===== src/design/vlac_pkg.sv =====
package vlac_pkg;

   // Fixed sizes of the block
   localparam int MAX_CLASSES    = 64;
   localparam int COUNT_BITS     = 24;
   localparam int CLASS_BITS     = $clog2(MAX_CLASSES);
   localparam int NCLS_BITS      = $clog2(MAX_CLASSES + 1);
   localparam int SCORE_BITS     = 16;
   localparam int FRAC_BITS      = 16;
   localparam int ACC_BITS       = FRAC_BITS + 1;
   localparam int OUT_COUNT_BITS = 24;
   localparam int SUM_BITS       = COUNT_BITS + 1;
   localparam int REM_BITS       = SUM_BITS + 1;
   localparam int STEP_BITS      = $clog2(ACC_BITS + 1);

   // Configuration register widths
   localparam int NUM_CLASSES_BITS = 7;
   localparam int LABEL_BITS       = 6;
   localparam int CSR_INDEX_BITS   = 2;
   localparam int CSR_DATA_BITS    = NUM_CLASSES_BITS;

   localparam logic [NUM_CLASSES_BITS-1:0] NUM_CLASSES_RESET = NUM_CLASSES_BITS'(2);
   localparam logic [NCLS_BITS-1:0]        MIN_CLASSES       = NCLS_BITS'(2);

   // Truth score above 0.5 in Q8.8 marks a voxel as observed
   localparam logic signed [SCORE_BITS-1:0] OBSERVED_THRESHOLD = SCORE_BITS'(128);

   typedef enum logic [CSR_INDEX_BITS-1:0] {
      CSR_NUM_CLASSES     = 2'd0,
      CSR_FREESPACE_LABEL = 2'd1,
      CSR_HAS_UNKNOWN     = 2'd2,
      CSR_UNKNOWN_LABEL   = 2'd3
   } csr_index_type;

   typedef enum logic [1:0] {
      RATIO_FREE = 2'd0,
      RATIO_OCC  = 2'd1,
      RATIO_ALL  = 2'd2
   } ratio_type;

   typedef enum logic [1:0] {
      ST_IDLE    = 2'd0,
      ST_LAUNCH  = 2'd1,
      ST_DIVIDE  = 2'd2,
      ST_RESPOND = 2'd3
   } state_type;

   // Commands from the controller to the datapath and divider
   typedef struct packed {
      logic      accept;
      logic      div_start;
      ratio_type sel;
      logic      store_q;
   } ctrl_cmd_type;

endpackage


===== src/design/vlac_if.sv =====
interface vlac_req_if;
   import vlac_pkg::*;

   logic                         valid;
   logic                         ready;
   logic signed [SCORE_BITS-1:0] true_score;
   logic signed [SCORE_BITS-1:0] pred_score;
   logic                         last_voxel;

   modport source (output valid, true_score, pred_score, last_voxel, input ready);
   modport sink   (input valid, true_score, pred_score, last_voxel, output ready);
endinterface

interface vlac_rsp_if;
   import vlac_pkg::*;

   logic                      valid;
   logic                      ready;
   logic [ACC_BITS-1:0]       free_acc;
   logic [ACC_BITS-1:0]       occ_acc;
   logic [ACC_BITS-1:0]       all_acc;
   logic [OUT_COUNT_BITS-1:0] freespace_total;
   logic [OUT_COUNT_BITS-1:0] freespace_correct;
   logic [OUT_COUNT_BITS-1:0] occupied_total;
   logic [OUT_COUNT_BITS-1:0] occupied_correct;

   modport source (output valid, free_acc, occ_acc, all_acc,
                   freespace_total, freespace_correct, occupied_total, occupied_correct,
                   input ready);
   modport sink   (input valid, free_acc, occ_acc, all_acc,
                   freespace_total, freespace_correct, occupied_total, occupied_correct,
                   output ready);
endinterface


===== src/design/vlac_div.sv =====
module vlac_div (
   input  logic                          clock,
   input  logic                          reset,
   input  logic                          start,
   input  logic [vlac_pkg::SUM_BITS-1:0] num,
   input  logic [vlac_pkg::SUM_BITS-1:0] den,
   output logic                          done,
   output logic [vlac_pkg::ACC_BITS-1:0] quotient
);
   import vlac_pkg::*;

   logic [REM_BITS-1:0]  rem_ff, rem_in;
   logic [SUM_BITS-1:0]  den_ff;
   logic [ACC_BITS-1:0]  quo_ff;
   logic [STEP_BITS-1:0] step_ff;
   logic                 busy_ff;
   logic                 done_ff;
   logic                 zero_ff;
   logic [REM_BITS-1:0]  shifted;
   logic                 bit_q;
   logic                 last_step;

   // First step compares the numerator itself: it never exceeds the denominator
   always_comb begin
      shifted   = (step_ff == '0) ? rem_ff : (rem_ff << 1);
      bit_q     = (shifted >= REM_BITS'(den_ff));
      rem_in    = bit_q ? (shifted - REM_BITS'(den_ff)) : shifted;
      last_step = (step_ff == STEP_BITS'(ACC_BITS - 1));
   end

   always_ff @(posedge clock) begin
      if (reset) begin
         busy_ff <= 1'b0;
         done_ff <= 1'b0;
         step_ff <= '0;
      end else begin
         done_ff <= !start && busy_ff && last_step;
         if (start) begin
            busy_ff <= 1'b1;
            step_ff <= '0;
         end else if (busy_ff) begin
            step_ff <= step_ff + STEP_BITS'(1);
            if (last_step) begin
               busy_ff <= 1'b0;
            end
         end
      end
   end

   always_ff @(posedge clock) begin
      if (start) begin
         rem_ff  <= REM_BITS'(num);
         den_ff  <= den;
         quo_ff  <= '0;
         zero_ff <= (den == '0);
      end else if (busy_ff) begin
         rem_ff <= rem_in;
         quo_ff <= {quo_ff[ACC_BITS-2:0], bit_q};
      end
   end

   assign done     = done_ff;
   assign quotient = zero_ff ? '0 : quo_ff;
endmodule


===== src/design/vlac_ctrl.sv =====
module vlac_ctrl (
   input  logic                   clock,
   input  logic                   reset,
   input  logic                   req_valid,
   input  logic                   req_last,
   input  logic                   rsp_ready,
   input  logic                   div_done,
   output logic                   req_ready,
   output logic                   rsp_valid,
   output vlac_pkg::ctrl_cmd_type cmd
);
   import vlac_pkg::*;

   state_type state_ff, state_in;
   ratio_type sel_ff, sel_in;

   always_ff @(posedge clock) begin
      if (reset) begin
         state_ff <= ST_IDLE;
         sel_ff   <= RATIO_FREE;
      end else begin
         state_ff <= state_in;
         sel_ff   <= sel_in;
      end
   end

   always_comb begin
      state_in      = state_ff;
      sel_in        = sel_ff;
      req_ready     = 1'b0;
      rsp_valid     = 1'b0;
      cmd.div_start = 1'b0;
      cmd.store_q   = 1'b0;
      cmd.sel       = sel_ff;
      unique case (state_ff)
         ST_IDLE: begin
            req_ready = 1'b1;
            if (req_valid && req_last) begin
               state_in = ST_LAUNCH;
               sel_in   = RATIO_FREE;
            end
         end
         ST_LAUNCH: begin
            cmd.div_start = 1'b1;
            state_in      = ST_DIVIDE;
         end
         ST_DIVIDE: begin
            if (div_done) begin
               cmd.store_q = 1'b1;
               unique case (sel_ff)
                  RATIO_FREE: begin
                     sel_in   = RATIO_OCC;
                     state_in = ST_LAUNCH;
                  end
                  RATIO_OCC: begin
                     sel_in   = RATIO_ALL;
                     state_in = ST_LAUNCH;
                  end
                  default: begin
                     state_in = ST_RESPOND;
                  end
               endcase
            end
         end
         ST_RESPOND: begin
            rsp_valid = 1'b1;
            req_ready = rsp_ready;
            if (rsp_ready) begin
               if (req_valid && req_last) begin
                  state_in = ST_LAUNCH;
                  sel_in   = RATIO_FREE;
               end else begin
                  state_in = ST_IDLE;
               end
            end
         end
      endcase
      cmd.accept = req_valid && req_ready;
   end
endmodule


===== src/design/vlac_dp.sv =====
module vlac_dp (
   input  logic                                 clock,
   input  logic                                 reset,
   input  vlac_pkg::ctrl_cmd_type               cmd,
   input  logic                                 csr_write_enable,
   input  logic [vlac_pkg::CSR_INDEX_BITS-1:0]  csr_index,
   input  logic [vlac_pkg::CSR_DATA_BITS-1:0]   csr_write_data,
   input  logic signed [vlac_pkg::SCORE_BITS-1:0] true_score,
   input  logic signed [vlac_pkg::SCORE_BITS-1:0] pred_score,
   input  logic                                 last_voxel,
   input  logic [vlac_pkg::ACC_BITS-1:0]        quotient,
   output logic [vlac_pkg::SUM_BITS-1:0]        div_num,
   output logic [vlac_pkg::SUM_BITS-1:0]        div_den,
   output logic [vlac_pkg::ACC_BITS-1:0]        free_acc,
   output logic [vlac_pkg::ACC_BITS-1:0]        occ_acc,
   output logic [vlac_pkg::ACC_BITS-1:0]        all_acc,
   output logic [vlac_pkg::OUT_COUNT_BITS-1:0]  freespace_total,
   output logic [vlac_pkg::OUT_COUNT_BITS-1:0]  freespace_correct,
   output logic [vlac_pkg::OUT_COUNT_BITS-1:0]  occupied_total,
   output logic [vlac_pkg::OUT_COUNT_BITS-1:0]  occupied_correct
);
   import vlac_pkg::*;

   function automatic logic [COUNT_BITS-1:0] sat_inc(input logic [COUNT_BITS-1:0] c);
      return (c == '1) ? c : c + COUNT_BITS'(1);
   endfunction

   // Configuration
   logic [NUM_CLASSES_BITS-1:0] num_classes_ff;
   logic [LABEL_BITS-1:0]       free_label_ff;
   logic                        has_unknown_ff;
   logic [LABEL_BITS-1:0]       unk_label_ff;

   // Per-voxel argmax state
   logic [CLASS_BITS-1:0]        pos_ff, pos_in;
   logic signed [SCORE_BITS-1:0] tbest_ff, tbest_in, pbest_ff, pbest_in;
   logic [CLASS_BITS-1:0]        tclass_ff, tclass_in, pclass_ff, pclass_in;
   logic                         seen_ff, seen_in;

   // Running counts and the snapshot taken at set end
   logic [COUNT_BITS-1:0] ft_ff, ft_in, fc_ff, fc_in, ot_ff, ot_in, oc_ff, oc_in;
   logic [COUNT_BITS-1:0] ft_nx, fc_nx, ot_nx, oc_nx;
   logic [COUNT_BITS-1:0] s_ft_ff, s_fc_ff, s_ot_ff, s_oc_ff;
   logic [ACC_BITS-1:0]   q_free_ff, q_occ_ff, q_all_ff;

   logic [NCLS_BITS-1:0]  n_eff;
   logic [NCLS_BITS-1:0]  pos_wide;
   logic                  start_voxel, end_voxel, hit;

   always_ff @(posedge clock) begin
      if (reset) begin
         num_classes_ff <= NUM_CLASSES_RESET;
         free_label_ff  <= '0;
         has_unknown_ff <= 1'b0;
         unk_label_ff   <= '0;
      end else if (csr_write_enable) begin
         unique case (csr_index_type'(csr_index))
            CSR_NUM_CLASSES:     num_classes_ff <= csr_write_data;
            CSR_FREESPACE_LABEL: free_label_ff  <= csr_write_data[LABEL_BITS-1:0];
            CSR_HAS_UNKNOWN:     has_unknown_ff <= csr_write_data[0];
            CSR_UNKNOWN_LABEL:   unk_label_ff   <= csr_write_data[LABEL_BITS-1:0];
         endcase
      end
   end

   always_comb begin
      // Clamp the class count into its legal range
      if (num_classes_ff < NUM_CLASSES_BITS'(MIN_CLASSES)) begin
         n_eff = MIN_CLASSES;
      end else if (num_classes_ff > NUM_CLASSES_BITS'(MAX_CLASSES)) begin
         n_eff = NCLS_BITS'(MAX_CLASSES);
      end else begin
         n_eff = NCLS_BITS'(num_classes_ff);
      end
      pos_wide    = NCLS_BITS'(pos_ff);
      start_voxel = (pos_ff == '0) || (pos_wide >= n_eff);

      if (start_voxel) begin
         tbest_in  = true_score;
         tclass_in = '0;
         pbest_in  = pred_score;
         pclass_in = '0;
         seen_in   = 1'b0;
      end else begin
         tbest_in  = tbest_ff;
         tclass_in = tclass_ff;
         pbest_in  = pbest_ff;
         pclass_in = pclass_ff;
         seen_in   = seen_ff;
         if (true_score > tbest_ff) begin
            tbest_in  = true_score;
            tclass_in = pos_ff;
         end
         if (pred_score > pbest_ff) begin
            pbest_in  = pred_score;
            pclass_in = pos_ff;
         end
      end
      if (true_score > OBSERVED_THRESHOLD) begin
         seen_in = 1'b1;
      end

      end_voxel = (start_voxel ? (NCLS_BITS'(1) >= n_eff)
                               : (pos_wide + NCLS_BITS'(1) >= n_eff)) || last_voxel;
      pos_in    = end_voxel ? '0 : (start_voxel ? CLASS_BITS'(1) : pos_ff + CLASS_BITS'(1));
      hit       = (tclass_in == pclass_in);

      ft_nx = ft_ff;
      fc_nx = fc_ff;
      ot_nx = ot_ff;
      oc_nx = oc_ff;
      if (end_voxel) begin
         if (tclass_in == CLASS_BITS'(free_label_ff)) begin
            ft_nx = sat_inc(ft_ff);
            if (hit) fc_nx = sat_inc(fc_ff);
         end else if (seen_in &&
                      !(has_unknown_ff && (tclass_in == CLASS_BITS'(unk_label_ff)))) begin
            ot_nx = sat_inc(ot_ff);
            if (hit) oc_nx = sat_inc(oc_ff);
         end
      end

      ft_in = ft_ff;
      fc_in = fc_ff;
      ot_in = ot_ff;
      oc_in = oc_ff;
      if (cmd.accept) begin
         if (last_voxel) begin
            ft_in = '0;
            fc_in = '0;
            ot_in = '0;
            oc_in = '0;
         end else begin
            ft_in = ft_nx;
            fc_in = fc_nx;
            ot_in = ot_nx;
            oc_in = oc_nx;
         end
      end
   end

   always_ff @(posedge clock) begin
      if (reset) begin
         pos_ff    <= '0;
         tbest_ff  <= '0;
         tclass_ff <= '0;
         pbest_ff  <= '0;
         pclass_ff <= '0;
         seen_ff   <= 1'b0;
         ft_ff     <= '0;
         fc_ff     <= '0;
         ot_ff     <= '0;
         oc_ff     <= '0;
      end else begin
         if (cmd.accept) begin
            pos_ff    <= pos_in;
            tbest_ff  <= tbest_in;
            tclass_ff <= tclass_in;
            pbest_ff  <= pbest_in;
            pclass_ff <= pclass_in;
            seen_ff   <= seen_in;
         end
         ft_ff <= ft_in;
         fc_ff <= fc_in;
         ot_ff <= ot_in;
         oc_ff <= oc_in;
      end
   end

   // Snapshot and quotient registers hold the pending result
   always_ff @(posedge clock) begin
      if (cmd.accept && last_voxel) begin
         s_ft_ff <= ft_nx;
         s_fc_ff <= fc_nx;
         s_ot_ff <= ot_nx;
         s_oc_ff <= oc_nx;
      end
      if (cmd.store_q) begin
         unique case (cmd.sel)
            RATIO_FREE: q_free_ff <= quotient;
            RATIO_OCC:  q_occ_ff  <= quotient;
            default:    q_all_ff  <= quotient;
         endcase
      end
   end

   always_comb begin
      div_num = SUM_BITS'(s_fc_ff) + SUM_BITS'(s_oc_ff);
      div_den = SUM_BITS'(s_ft_ff) + SUM_BITS'(s_ot_ff);
      unique case (cmd.sel)
         RATIO_FREE: begin
            div_num = SUM_BITS'(s_fc_ff);
            div_den = SUM_BITS'(s_ft_ff);
         end
         RATIO_OCC: begin
            div_num = SUM_BITS'(s_oc_ff);
            div_den = SUM_BITS'(s_ot_ff);
         end
         default: begin
            div_num = SUM_BITS'(s_fc_ff) + SUM_BITS'(s_oc_ff);
            div_den = SUM_BITS'(s_ft_ff) + SUM_BITS'(s_ot_ff);
         end
      endcase
   end

   assign free_acc          = q_free_ff;
   assign occ_acc           = q_occ_ff;
   assign all_acc           = q_all_ff;
   assign freespace_total   = OUT_COUNT_BITS'(s_ft_ff);
   assign freespace_correct = OUT_COUNT_BITS'(s_fc_ff);
   assign occupied_total    = OUT_COUNT_BITS'(s_ot_ff);
   assign occupied_correct  = OUT_COUNT_BITS'(s_oc_ff);
endmodule


===== src/design/voxel_label_accuracy_counter.sv =====
// Voxel label accuracy counter. Class scores stream in one transaction per class,
// all classes of a voxel in a row; a running argmax of the truth and predicted
// scores is kept per voxel, and each finished voxel that is freespace, or observed
// and not unknown, bumps saturating freespace or occupied counts. An ordinary
// transaction is taken every cycle while the block is idle. The transaction that
// carries last_voxel closes the set: its counts are frozen, the running counts
// clear, and one shared restoring divider, one quotient bit per cycle, works out
// the three Q1.16 accuracies in turn (freespace, occupied, all). Input is held
// off from then on while the divisions run and while a result waits, except that
// a new transaction is taken in the cycle the waiting result is taken.
module voxel_label_accuracy_counter (
   input  logic                                clock,
   input  logic                                reset,
   vlac_req_if.sink                            req_if,
   vlac_rsp_if.source                          rsp_if,
   input  logic                                csr_write_enable,
   input  logic [vlac_pkg::CSR_INDEX_BITS-1:0] csr_index,
   input  logic [vlac_pkg::CSR_DATA_BITS-1:0]  csr_write_data
);
   import vlac_pkg::*;

   ctrl_cmd_type        cmd;
   logic                div_done;
   logic [ACC_BITS-1:0] quotient;
   logic [SUM_BITS-1:0] div_num;
   logic [SUM_BITS-1:0] div_den;

   // Sequence the set-end division and the handshakes
   vlac_ctrl u_ctrl (
      .clock     (clock),
      .reset     (reset),
      .req_valid (req_if.valid),
      .req_last  (req_if.last_voxel),
      .rsp_ready (rsp_if.ready),
      .div_done  (div_done),
      .req_ready (req_if.ready),
      .rsp_valid (rsp_if.valid),
      .cmd       (cmd)
   );

   // Argmax, counts, configuration and result registers
   vlac_dp u_dp (
      .clock             (clock),
      .reset             (reset),
      .cmd               (cmd),
      .csr_write_enable  (csr_write_enable),
      .csr_index         (csr_index),
      .csr_write_data    (csr_write_data),
      .true_score        (req_if.true_score),
      .pred_score        (req_if.pred_score),
      .last_voxel        (req_if.last_voxel),
      .quotient          (quotient),
      .div_num           (div_num),
      .div_den           (div_den),
      .free_acc          (rsp_if.free_acc),
      .occ_acc           (rsp_if.occ_acc),
      .all_acc           (rsp_if.all_acc),
      .freespace_total   (rsp_if.freespace_total),
      .freespace_correct (rsp_if.freespace_correct),
      .occupied_total    (rsp_if.occupied_total),
      .occupied_correct  (rsp_if.occupied_correct)
   );

   // Shared divider: correct count shifted by 16 over total, zero on empty total
   vlac_div u_div (
      .clock    (clock),
      .reset    (reset),
      .start    (cmd.div_start),
      .num      (div_num),
      .den      (div_den),
      .done     (div_done),
      .quotient (quotient)
   );
endmodule

===== src/flat_wrapper.sv =====
// flat-port wrapper written by rule: the top's interface ports become plain ports
module voxel_label_accuracy_counter_flat import vlac_pkg::*;
  (clock, reset, csr_write_enable, csr_index, csr_write_data, req_if_valid, req_if_true_score, req_if_pred_score, req_if_last_voxel, req_if_ready, rsp_if_valid, rsp_if_free_acc, rsp_if_occ_acc, rsp_if_all_acc, rsp_if_freespace_total, rsp_if_freespace_correct, rsp_if_occupied_total, rsp_if_occupied_correct, rsp_if_ready);
  vlac_req_if req_if_i ();
  vlac_rsp_if rsp_if_i ();
  input  logic clock;
  input  logic reset;
  input  logic csr_write_enable;
  input  logic [vlac_pkg::CSR_INDEX_BITS-1:0] csr_index;
  input  logic [vlac_pkg::CSR_DATA_BITS-1:0] csr_write_data;
  input wire logic [$bits(req_if_i.valid)-1:0] req_if_valid;
  input wire logic [$bits(req_if_i.true_score)-1:0] req_if_true_score;
  input wire logic [$bits(req_if_i.pred_score)-1:0] req_if_pred_score;
  input wire logic [$bits(req_if_i.last_voxel)-1:0] req_if_last_voxel;
  output wire logic [$bits(req_if_i.ready)-1:0] req_if_ready;
  output wire logic [$bits(rsp_if_i.valid)-1:0] rsp_if_valid;
  output wire logic [$bits(rsp_if_i.free_acc)-1:0] rsp_if_free_acc;
  output wire logic [$bits(rsp_if_i.occ_acc)-1:0] rsp_if_occ_acc;
  output wire logic [$bits(rsp_if_i.all_acc)-1:0] rsp_if_all_acc;
  output wire logic [$bits(rsp_if_i.freespace_total)-1:0] rsp_if_freespace_total;
  output wire logic [$bits(rsp_if_i.freespace_correct)-1:0] rsp_if_freespace_correct;
  output wire logic [$bits(rsp_if_i.occupied_total)-1:0] rsp_if_occupied_total;
  output wire logic [$bits(rsp_if_i.occupied_correct)-1:0] rsp_if_occupied_correct;
  input wire logic [$bits(rsp_if_i.ready)-1:0] rsp_if_ready;
  assign req_if_i.valid = req_if_valid;
  assign req_if_i.true_score = req_if_true_score;
  assign req_if_i.pred_score = req_if_pred_score;
  assign req_if_i.last_voxel = req_if_last_voxel;
  assign req_if_ready = req_if_i.ready;
  assign rsp_if_valid = rsp_if_i.valid;
  assign rsp_if_free_acc = rsp_if_i.free_acc;
  assign rsp_if_occ_acc = rsp_if_i.occ_acc;
  assign rsp_if_all_acc = rsp_if_i.all_acc;
  assign rsp_if_freespace_total = rsp_if_i.freespace_total;
  assign rsp_if_freespace_correct = rsp_if_i.freespace_correct;
  assign rsp_if_occupied_total = rsp_if_i.occupied_total;
  assign rsp_if_occupied_correct = rsp_if_i.occupied_correct;
  assign rsp_if_i.ready = rsp_if_ready;
  voxel_label_accuracy_counter u_core (.clock(clock), .reset(reset), .req_if(req_if_i), .rsp_if(rsp_if_i), .csr_write_enable(csr_write_enable), .csr_index(csr_index), .csr_write_data(csr_write_data));
endmodule

===== config.mk =====
export PLATFORM = sky130hd
export DESIGN_NAME = voxel_label_accuracy_counter_flat
export DESIGN_NICKNAME = d
export VERILOG_FILES = /design/src/design/vlac_pkg.sv /design/src/design/vlac_if.sv /design/src/design/vlac_div.sv /design/src/design/vlac_ctrl.sv /design/src/design/vlac_dp.sv /design/src/design/voxel_label_accuracy_counter.sv /design/src/flat_wrapper.sv
export SDC_FILE = /design/constraint.sdc
export NUM_CORES = 1
export LEC_CHECK = 0
export BUFFER_PORTS_ARGS = -buffer_cell sky130_fd_sc_hd__clkbuf_2
export CAP_MARGIN = 20
export CORE_MARGIN = 3
export CORE_UTILIZATION = 31
export DETAILED_ROUTE_END_ITERATION = 8
export GPL_ROUTABILITY_DRIVEN = 0
export PLACE_DENSITY = 0.51
export SLEW_MARGIN = 20
export SYNTH_ARGS = -nofsm -noshare
export SYNTH_HDL_FRONTEND = slang
export SYNTH_SLANG_ARGS = --single-unit

===== constraint.sdc =====
create_clock -name clock -period 12.2 [get_ports clock]
set_input_delay 1.22 -clock clock [delete_from_list [all_inputs] [get_ports clock]]
set_output_delay 1.22 -clock clock [all_outputs]
set_load 0.01 [all_outputs]

== Word-level counts from Yosys, hierarchy flattened ==
Cells that the tools add are included.

* Flip-flop bits (word level): 394
* Input port bits: 47
* Output and inout port bits: 149

* Add/subtract/negate cells: 10
* $lt $le $gt $ge: 9
* Equality and inequality tests: 19
* Mux-type cells: 61
* Bitwise logic cells: 1
* Reduce and logical (&&, ||, !) cells: 34

{| class="wikitable"
|+ Operators with widths
! kind !! count
|-
| $mux 24 || 20
|-
| $pmux 25 s2 || 2
|-
| $add 24x1->24 const B || 4
|-
| $eq 24x24->1 const B || 4
|-
| $mux 16 || 4
|-
| $mux 26 || 2
|-
| $add 24x24->25 || 2
|-
| $mux 25 || 2
|-
| $mux 6 || 6
|-
| $gt 16x16->1 || 2
|-
| $ge 26x25->1 || 1
|-
| $sub 26x25->26 || 1
|-
| $logic_not 25->1 || 1
|-
| $eq 6x6->1 || 3
|-
| $reduce_and 2->1 || 9
|-
| $mux 17 || 1
|-
| $gt 16x9->1 const B || 1
|-
| $mux 2 || 7
|-
| $mux 7 || 2
|-
| $mux 1 || 11
|-
| $eq 2x2->1 const B || 4
|-
| $pmux 2 s4 || 1
|-
| $add 6x1->7 const B || 1
|-
| $ge 1x7->1 const A || 1
|-
| other kinds (25) || 42
|}

== Depth between registers and ports, before layout ==
Gate-level depths: netlist (run 1).

* Depth in word-level cells: 14
* Gate-level depth with buffers: 22

== Hierarchy ==
A second synthesis (run 1) with hierarchy kept.

* Cells, all modules: 2,475
* Area, all modules: 23,408.7 um^2

{| class="wikitable"
|+ Modules (own cells, without submodules)
! module !! times used !! cells an instance !! area an instance (um^2) !! sequential area each (um^2)
|-
| vlac_dp || 1 || 1,948 || 18,086.1 || 7,757.4
|-
| vlac_div || 1 || 484 || 4,931.0 || 2,031.9
|-
| vlac_ctrl || 1 || 43 || 391.6 || 80.1
|}

== Worst setup path after synthesis (run 1) ==
OpenSTA, ideal clock, no wires.

* Path kind: input port to flip-flop
* Start point: input rsp_if_ready
* End point: register u_core.u_dp.s_fc_ff[0] (netlist: u_core.u_dp.freespace_correct[0]) (enable)
* Library setup time: 0.669 ns
* Arrival: 7.849 ns
* Required time: 11.531 ns
* Slack: 3.682 ns
* Cell stages on the path: 2
* Buffers on the path: 0
* Cells stage by stage: a21oi_1 nor3_1

* Longest elaborated chain between the ends: 3

{| class="wikitable"
|+ RTL lines
! what !! line !! RTL
|-
| start, declared || flat_wrapper.sv:24 || <nowiki>input wire logic [$bits(rsp_if_i.ready)-1:0] rsp_if_ready;</nowiki>
|-
| $pmux 1 s2 || vlac_ctrl.sv:35 || <nowiki>unique case (state_ff)</nowiki>
|-
| $logic_and 1x1->1 || vlac_ctrl.sv:78 || <nowiki>cmd.accept = req_valid && req_ready;</nowiki>
|-
| $logic_and 1x1->1 || vlac_dp.sv:172 || <nowiki>if (cmd.accept && last_voxel) begin</nowiki>
|-
| end signal, assigned || vlac_dp.sv:174 || <nowiki>s_fc_ff <= fc_nx;</nowiki>
|-
| end, declared || vlac_dp.sv:43 || <nowiki>logic [COUNT_BITS-1:0] s_ft_ff, s_fc_ff, s_ot_ff, s_oc_ff;</nowiki>
|}

No other way between the ends.
A chain may end at the register's enable or synchronous reset.

== Worst setup path after layout (run 1) ==
* Start point: input req_if_true_score[8]
* End point: register u_core.u_dp.ot_ff[0]

* Longest elaborated chain between the ends: 11

{| class="wikitable"
|+ RTL lines
! what !! line !! RTL
|-
| start, declared || flat_wrapper.sv:12 || <nowiki>input wire logic [$bits(req_if_i.true_score)-1:0] req_if_true_score;</nowiki>
|-
| $gt 16x16->1 || vlac_dp.sv:90 || <nowiki>if (true_score > tbest_ff) begin</nowiki>
|-
| $mux 6 || vlac_dp.sv:90 ||
|-
| $mux 6 || vlac_dp.sv:78 || <nowiki>if (start_voxel) begin</nowiki>
|-
| $eq 6x6->1 || vlac_dp.sv:117 || <nowiki>!(has_unknown_ff && (tclass_in == CLASS_BITS'(unk_label_ff)))) begin</nowiki>
|-
| $logic_and 1x1->1 || vlac_dp.sv:117 ||
|-
| $logic_not 1->1 || vlac_dp.sv:117 ||
|-
| $logic_and 1x1->1 || vlac_dp.sv:116 || <nowiki>end else if (seen_in &&</nowiki>
|-
| $mux 24 || vlac_dp.sv:116 ||
|-
| $mux 24 * || vlac_dp.sv:113 || <nowiki>if (tclass_in == CLASS_BITS'(free_label_ff)) begin</nowiki>
|-
| $mux 24 * || vlac_dp.sv:112 || <nowiki>if (end_voxel) begin</nowiki>
|-
| $mux 24 * || vlac_dp.sv:128 || <nowiki>if (last_voxel) begin</nowiki>
|-
| end signal, assigned || vlac_dp.sv:165 || <nowiki>ot_ff <= ot_in;</nowiki>
|-
| end, declared || vlac_dp.sv:41 || <nowiki>logic [COUNT_BITS-1:0] ft_ff, ft_in, fc_ff, fc_in, ot_ff, ot_in, oc_ff, oc_in;</nowiki>
|}

Every way passes the cells marked *; elsewhere a longest branch is shown, timed or not.

==> results of run 1 <==
==> per-stage QoR <==
step | instance area, um^2 | util (%)
2_1_floorplan | 23690 | -
3_3_place_gp | 25590 | 34.09
3_5_place_dp | 25590 | 34.09
4_1_cts | 27230 | 36.28
5_1_grt | 27240 | 36.29
6_report | 27240 | 36.29
==> area by class of cell <==
type                    instances  area, um^2
fillers                      7595       47830
multi-input cells            1894       12890
flip-flops and latches        394        9872
clock buffers                  63        1358
well taps                     969        1212
repair buffers                225        1204
inverters                     111       416.7
clock inverters                25       284.0
diodes                          1       2.502
==> layer usage <==
metal	wire, um	GRT usage (%)	up-vias
li1	-	-	9573
met1	31940	22.92	9551
met2	33180	29.03	457
met3	3053	2.146	109
met4	2501	6.045	0
met5	0	0	-
==> path summary, 6_finish.rpt <==
kind	start	to	slack, ps	cells past startpoint
setup / recovery	req_if_true_score[8]	u_core.u_dp.ot_ff[0]	6450	15
hold / removal	u_core.u_dp.oc_ff[13]	u_core.u_dp.oc_ff[13]	450	1
setup reg to reg	u_core.u_dp.num_classes_ff[2]	u_core.u_dp.ot_ff[0]	6790	15
hold reg to reg	u_core.u_dp.oc_ff[13]	u_core.u_dp.oc_ff[13]	450	1
==> sequential cells by signal, indices dropped and copies added (netlist names), 7 cells and up <==
signal                         cells
u_core.u_dp.fc_ff                 24
u_core.u_dp.freespace_correct     24
u_core.u_dp.freespace_total       24
u_core.u_div.quo_ff               17
u_core.u_dp.num_classes_ff         7
u_core.u_dp.tbest_ff              16
u_core.u_dp.occupied_correct      24
u_core.u_div.rem_ff               26
u_core.u_dp.pbest_ff              16
u_core.u_dp.occupied_total        24
u_core.u_dp.ot_ff                 24
u_core.u_dp.occ_acc               17
u_core.u_dp.oc_ff                 24
u_core.u_div.den_ff               25
u_core.u_dp.ft_ff                 24
u_core.u_dp.all_acc               17
u_core.u_dp.free_acc              17
==> cells in the mapped netlist, types with 26 or more instances <==
cell type / number
nand3_1: 79
a31oi_1: 39
or3_1: 26
xnor2_1: 108
o21ai_0: 145
nand2_1: 249
edfxtp_1: 198
xor2_1: 61
and3_1: 61
inv_1: 111
nor2_1: 183
a21oi_1: 151
mux2i_1: 124
ha_1: 131
nor3_1: 48
nand4_1: 32
a21o_1: 32
mux2_2: 34
clkbuf_1: 101
nor2b_1: 29
dfxtp_1: 196
==> power breakdown <==
group          switching [W]  leakage (nW)  internal (W)
Sequential         0.0000614          3.48       0.00150
Combinational       0.000531          6.26      0.000373
Clock               0.000589         0.806      0.000876
==> logic make-up after synthesis <==
logic type               Yosys count  share of synthesized area [%]
AND/OR/NAND/NOR                  829                          17.14
buffers and inverters            244                          4.104
AO/OA/AOI/OAI                    604                          16.81
flip-flops                       394                          41.66
adder cells (fa/ha/maj)          134                          7.173
XOR/XNOR                         169                          6.249
multiplexers                     158                          6.856
==> results_dict.tcl, run 1 <==
set metrics [dict create \
    grt_overflow 0 \
    async_flop_share_pct 0 \
    cts_hold_buf 0 \
    drt_iter0_markers 1253 \
    peakVddDrop_v 0.00009545 \
    ys_top_cells_by_area "edfxtp_1, dfxtp_1, ha_1, mux2i_1, xnor2_1" \
    p_per_area_mw_per_mm2 144.1 \
    final_cell_mix "nand2_1, edfxtp_1, clkbuf_2, dfxtp_1, nor2_1" \
    place_ws_ps 5926 \
    dp.final_hpwl_um 52100 \
    hold_path_class "reg2reg" \
    final_common_cell "nand2_1" \
    antenna_found_initial 1 \
    finalWorstSetupSlack_ps 6447 \
    rsz0062_at_grt "no" \
    cts_buffers 47 \
    worstPathArrival_ps 6220 \
    area_growth_syn_to_layout_pct 15.01 \
    fin_crit_ps 5753 \
    detail-route-antenna-nets 0 \
    hold_viol_final 0 \
    cp_cell_sequence "clkbuf_2, ha_1, and3_1, a221oi_2, a22oi_2, o31ai_4, a22oi_2, a21boi_0, or4_1, o2111a_1, a211oi_4, buf_4, and2_0, o21ai_0, mux2_2" \
    crit_required_ps 12670 \
    track_usage_pct 17.27 \
    syn-instance-count 2532 \
    core_area_mm2 0.07507 \
    synth_top_area_share_pct 25.10 \
    io_buffers 195 \
    initial_core_util_pct 31.55 \
    worstSetupEndpointType "flip-flop" \
    firstDrtPassIters 7 \
    die_x_um 282.4 \
    final_layout_size_suffix_gt1_share_pct 14.01 \
    critPathMostFrequentCell "a22oi_2" \
    die_h_um 282.4 \
    max_stage_delay_ps 770 \
    drt-wirelength-per-cell_um 19.19 \
    fin_crit_sh_pct 47.15 \
    avgViaCountPerCell 5.348 \
    vias 19690 \
    rows 100 \
    ys_types 86 \
    cts_tree "built" \
    clock_sinks 394 \
    crit_type "in2reg" \
    leakage_nw 10.54 \
    ys_warn_count 0 \
    fmax_ghz 0.1738 \
    worstSkewPairLatency_ps 590 \
    tightest_slew_ps 1112 \
    power_w 0.003925 \
    post-route-drc-count 0 \
    worst-path-buf-inv 2 \
    ctsResizeCount 0 \
    die_area_mm2 0.07976 \
    instances_no_fill 3682 \
    cts-root-buf "clkbuf_16" \
    synth_edf_count 198 \
    grt_first_pass_wirelength_um 109200 \
    synth_flop_cell "edfxtp_1" \
    drv_slew 0 \
    holdWs_ps 452.4 \
    syn_area_per_cell_um2 9.355 \
    slowest_stage "o31ai_4" \
    synth_area_mm2 0.02369 \
    critPathLaunchType "input port" \
    clock_skew_ps 20.55 \
    dp.cells 3593 \
    grt_pass1_vias 18840 \
    crit_fanout 37 \
    synth_nets 2713 \
    maxCapViolCount 0 \
    path_delay_family "compound AO/OA/AOI/OAI gates" \
    fin_nets 2854 \
    grt_max_degree 75 \
    yosysTopAreaCell "edfxtp_1" \
    ys_seq_area_share_pct 41.66 \
    max-slew-margin-rel_pct 23.97 \
    cts_buffer_depth 3 \
    wl_um 70680 \
    setup-violations-final 0 \
    clk_pin_slew_worst_paths_ps 60 \
    status "complete, no violations" \
    ioPinCount 196 \
    h-tree-depth 2 \
    fin_setup_tns_ps 0 \
    postCtsSetupRepairBufs 0 \
    synth-seq-cells 394 \
]
Power figures use the tool's default switching activity.
==> inputs of run 2 (changes only) <==
Clock period 12.2 ns to 5.3 ns, I/O delays scaled along.
==> results_dict.tcl, run 2 (synthesized netlist as in run 1, its figures left out) <==
set metrics [dict create \
    status "complete, no violations" \
    rows 100 \
    firstDrtPassIters 8 \
    area_growth_syn_to_layout_pct 16.09 \
    fin_crit_ps 5065 \
    critPathLaunchType "flip-flop" \
    ioPinCount 196 \
    grt_pass1_vias 19010 \
    final_common_cell "nand2_1" \
    peakVddDrop_v 0.0001909 \
    grt_max_degree 97 \
    vias 19680 \
    tightest_slew_ps 914.1 \
    wl_um 71810 \
    fmax_ghz 0.1975 \
    fin_crit_sh_pct 95.56 \
    stdcell_area_mm2 0.02750 \
    maxCapViolCount 0 \
    antenna_found_initial 0 \
    max-slew-margin-rel_pct 39.06 \
    h-tree-depth 2 \
    leakage_nw 10.67 \
    postCtsSetupRepairBufs 0 \
    fin_nets 2882 \
    clk_pin_slew_worst_paths_ps 60 \
    detail-route-antenna-nets 0 \
    clock_skew_ps 44.53 \
    grt_overflow 0 \
    initial_core_util_pct 31.55 \
    crit_fanout 3 \
    cts_hold_buf 0 \
    final_layout_size_suffix_gt1_share_pct 14.83 \
    setup-violations-final 0 \
    diodes 0 \
    crit_required_ps 5610 \
    final_cell_mix "nand2_1, edfxtp_1, clkbuf_2, dfxtp_1, nor2_1" \
    cts-root-buf "clkbuf_16" \
    dp.final_hpwl_um 53270 \
    clock_sinks 394 \
    worstPathArrival_ps 5370 \
    placed_cell_area_mm2 0.02585 \
    drt_iter0_markers 1353 \
    cts_buffers 47 \
    layout.area.seq_mm2 0.009872 \
    post-route-drc-count 0 \
    largest_reg_flops 26 \
    cts_tree "built" \
    track_usage_pct 17.57 \
    rsz0062_at_grt "no" \
    cts_buffer_depth 3 \
    worstSetupEndpointType "flip-flop" \
    io_buffers 195 \
    fin_setup_tns_ps 0 \
    avgViaCountPerCell 5.309 \
    drt-wirelength-per-cell_um 19.37 \
    die_area_mm2 0.07976 \
    hold_viol_final 0 \
    die_h_um 282.4 \
    ctsResizeCount 0 \
    die_x_um 282.4 \
    regMostFlops "u_core.u_div.rem_ff" \
    top_regs "u_core.u_div.rem_ff x26, u_core.u_div.den_ff x25" \
    crit_type "reg2reg" \
    core_area_mm2 0.07507 \
    p_per_area_mw_per_mm2 332.3 \
    hold_path_class "in2reg" \
    worstSkewPairLatency_ps 600 \
    drv_slew 0 \
    grt_first_pass_wirelength_um 110300 \
    multi_input_area_mm2 0.01290 \
    fillCellCount 7527 \
]
==> run 2: cell types whose count changed in the layout (fill, tap and decap cells not counted), sizes merged <==
cell	delta
bufinv	+3
clkinv	+4
clkinvlp	-1
buf	+28
clkbuf	-4
diode	-1
inv	-4
==> run 2: layout make-up <==
cell class | instances | area share, %
Clock buffer | 59 | 4.737
Clock inverter | 27 | 1.247
Inverter | 111 | 1.515
Multi-Input combinational cell | 1894 | 46.91
Sequential cell | 394 | 35.90
Tap cell | 969 | 4.409
Timing Repair Buffer | 253 | 5.278
==> run 2: critical path, cell delays in order, from the launching register on <==
cell and delay [ps]:
edfxtp_1 430, ha_1 290, fa_1 440, a211oi_1 380, o21a_1 210, o31ai_1 90
xor2_1 140, nand2_1 70, o21ai_0 100, or4_1 520, or4_1 420, or4b_1 470
nor4_1 290, or4b_1 470, nor4_1 480
==> run 2: metal layers <==
metal	vias to the layer above	global-route usage, %	part of all wire [%]
met5	-	0	0
met4	0	7.013	3.9
met3	136	2.600	5.3
met2	530	28.88	46
met1	9393	23.24	44
li1	9623	-	-
==> run 2: power breakdown <==
| part | switching, W | leakage, nW | total [W] | internal [W] |
|---|---|---|---|---|
| combinational | 0.00124 | 6.40 | 0.00212 | 0.000884 |
| sequential | 0.000141 | 3.46 | 0.00358 | 0.00344 |
| clock | 0.00135 | 0.812 | 0.00343 | 0.00209 |
| total | 0.00273 | 10.7 | 0.00914 | 0.00641 |
==> run 2: through the flow <==
step / instances / hold slack, ps / utilization (%) / total power [W] / setup WS [ps]
3_3_place_gp: 3621 / 423.8 / 34.43 / 0.005719 / 204.9
4_1_cts: 3707 / 126.8 / 36.62 / 0.009235 / 243.9
5_1_grt: 3707 / 183.7 / 36.63 / 0.009607 / 24.33
6_report: 3707 / 164.3 / 36.63 / 0.009139 / 235.5
2_1_floorplan: 2532 / 412.3 / - / 0.005154 / 244.0
3_5_place_dp: 3621 / 431.5 / 34.43 / 0.005755 / 176.8
==> run 2: path summary, 6_finish.rpt <==
path	from	endpoint	slack (ps)	cells past startpoint
worst max-delay path	u_core.u_dp.occupied_total[0]	u_core.u_div.zero_ff	240	14
worst min register to register	u_core.u_dp.oc_ff[13]	u_core.u_dp.oc_ff[13]	450	1
worst min-delay path	csr_write_data[6]	u_core.u_dp.num_classes_ff[6]	160	3
worst max register to register	u_core.u_dp.occupied_total[0]	u_core.u_div.zero_ff	240	14
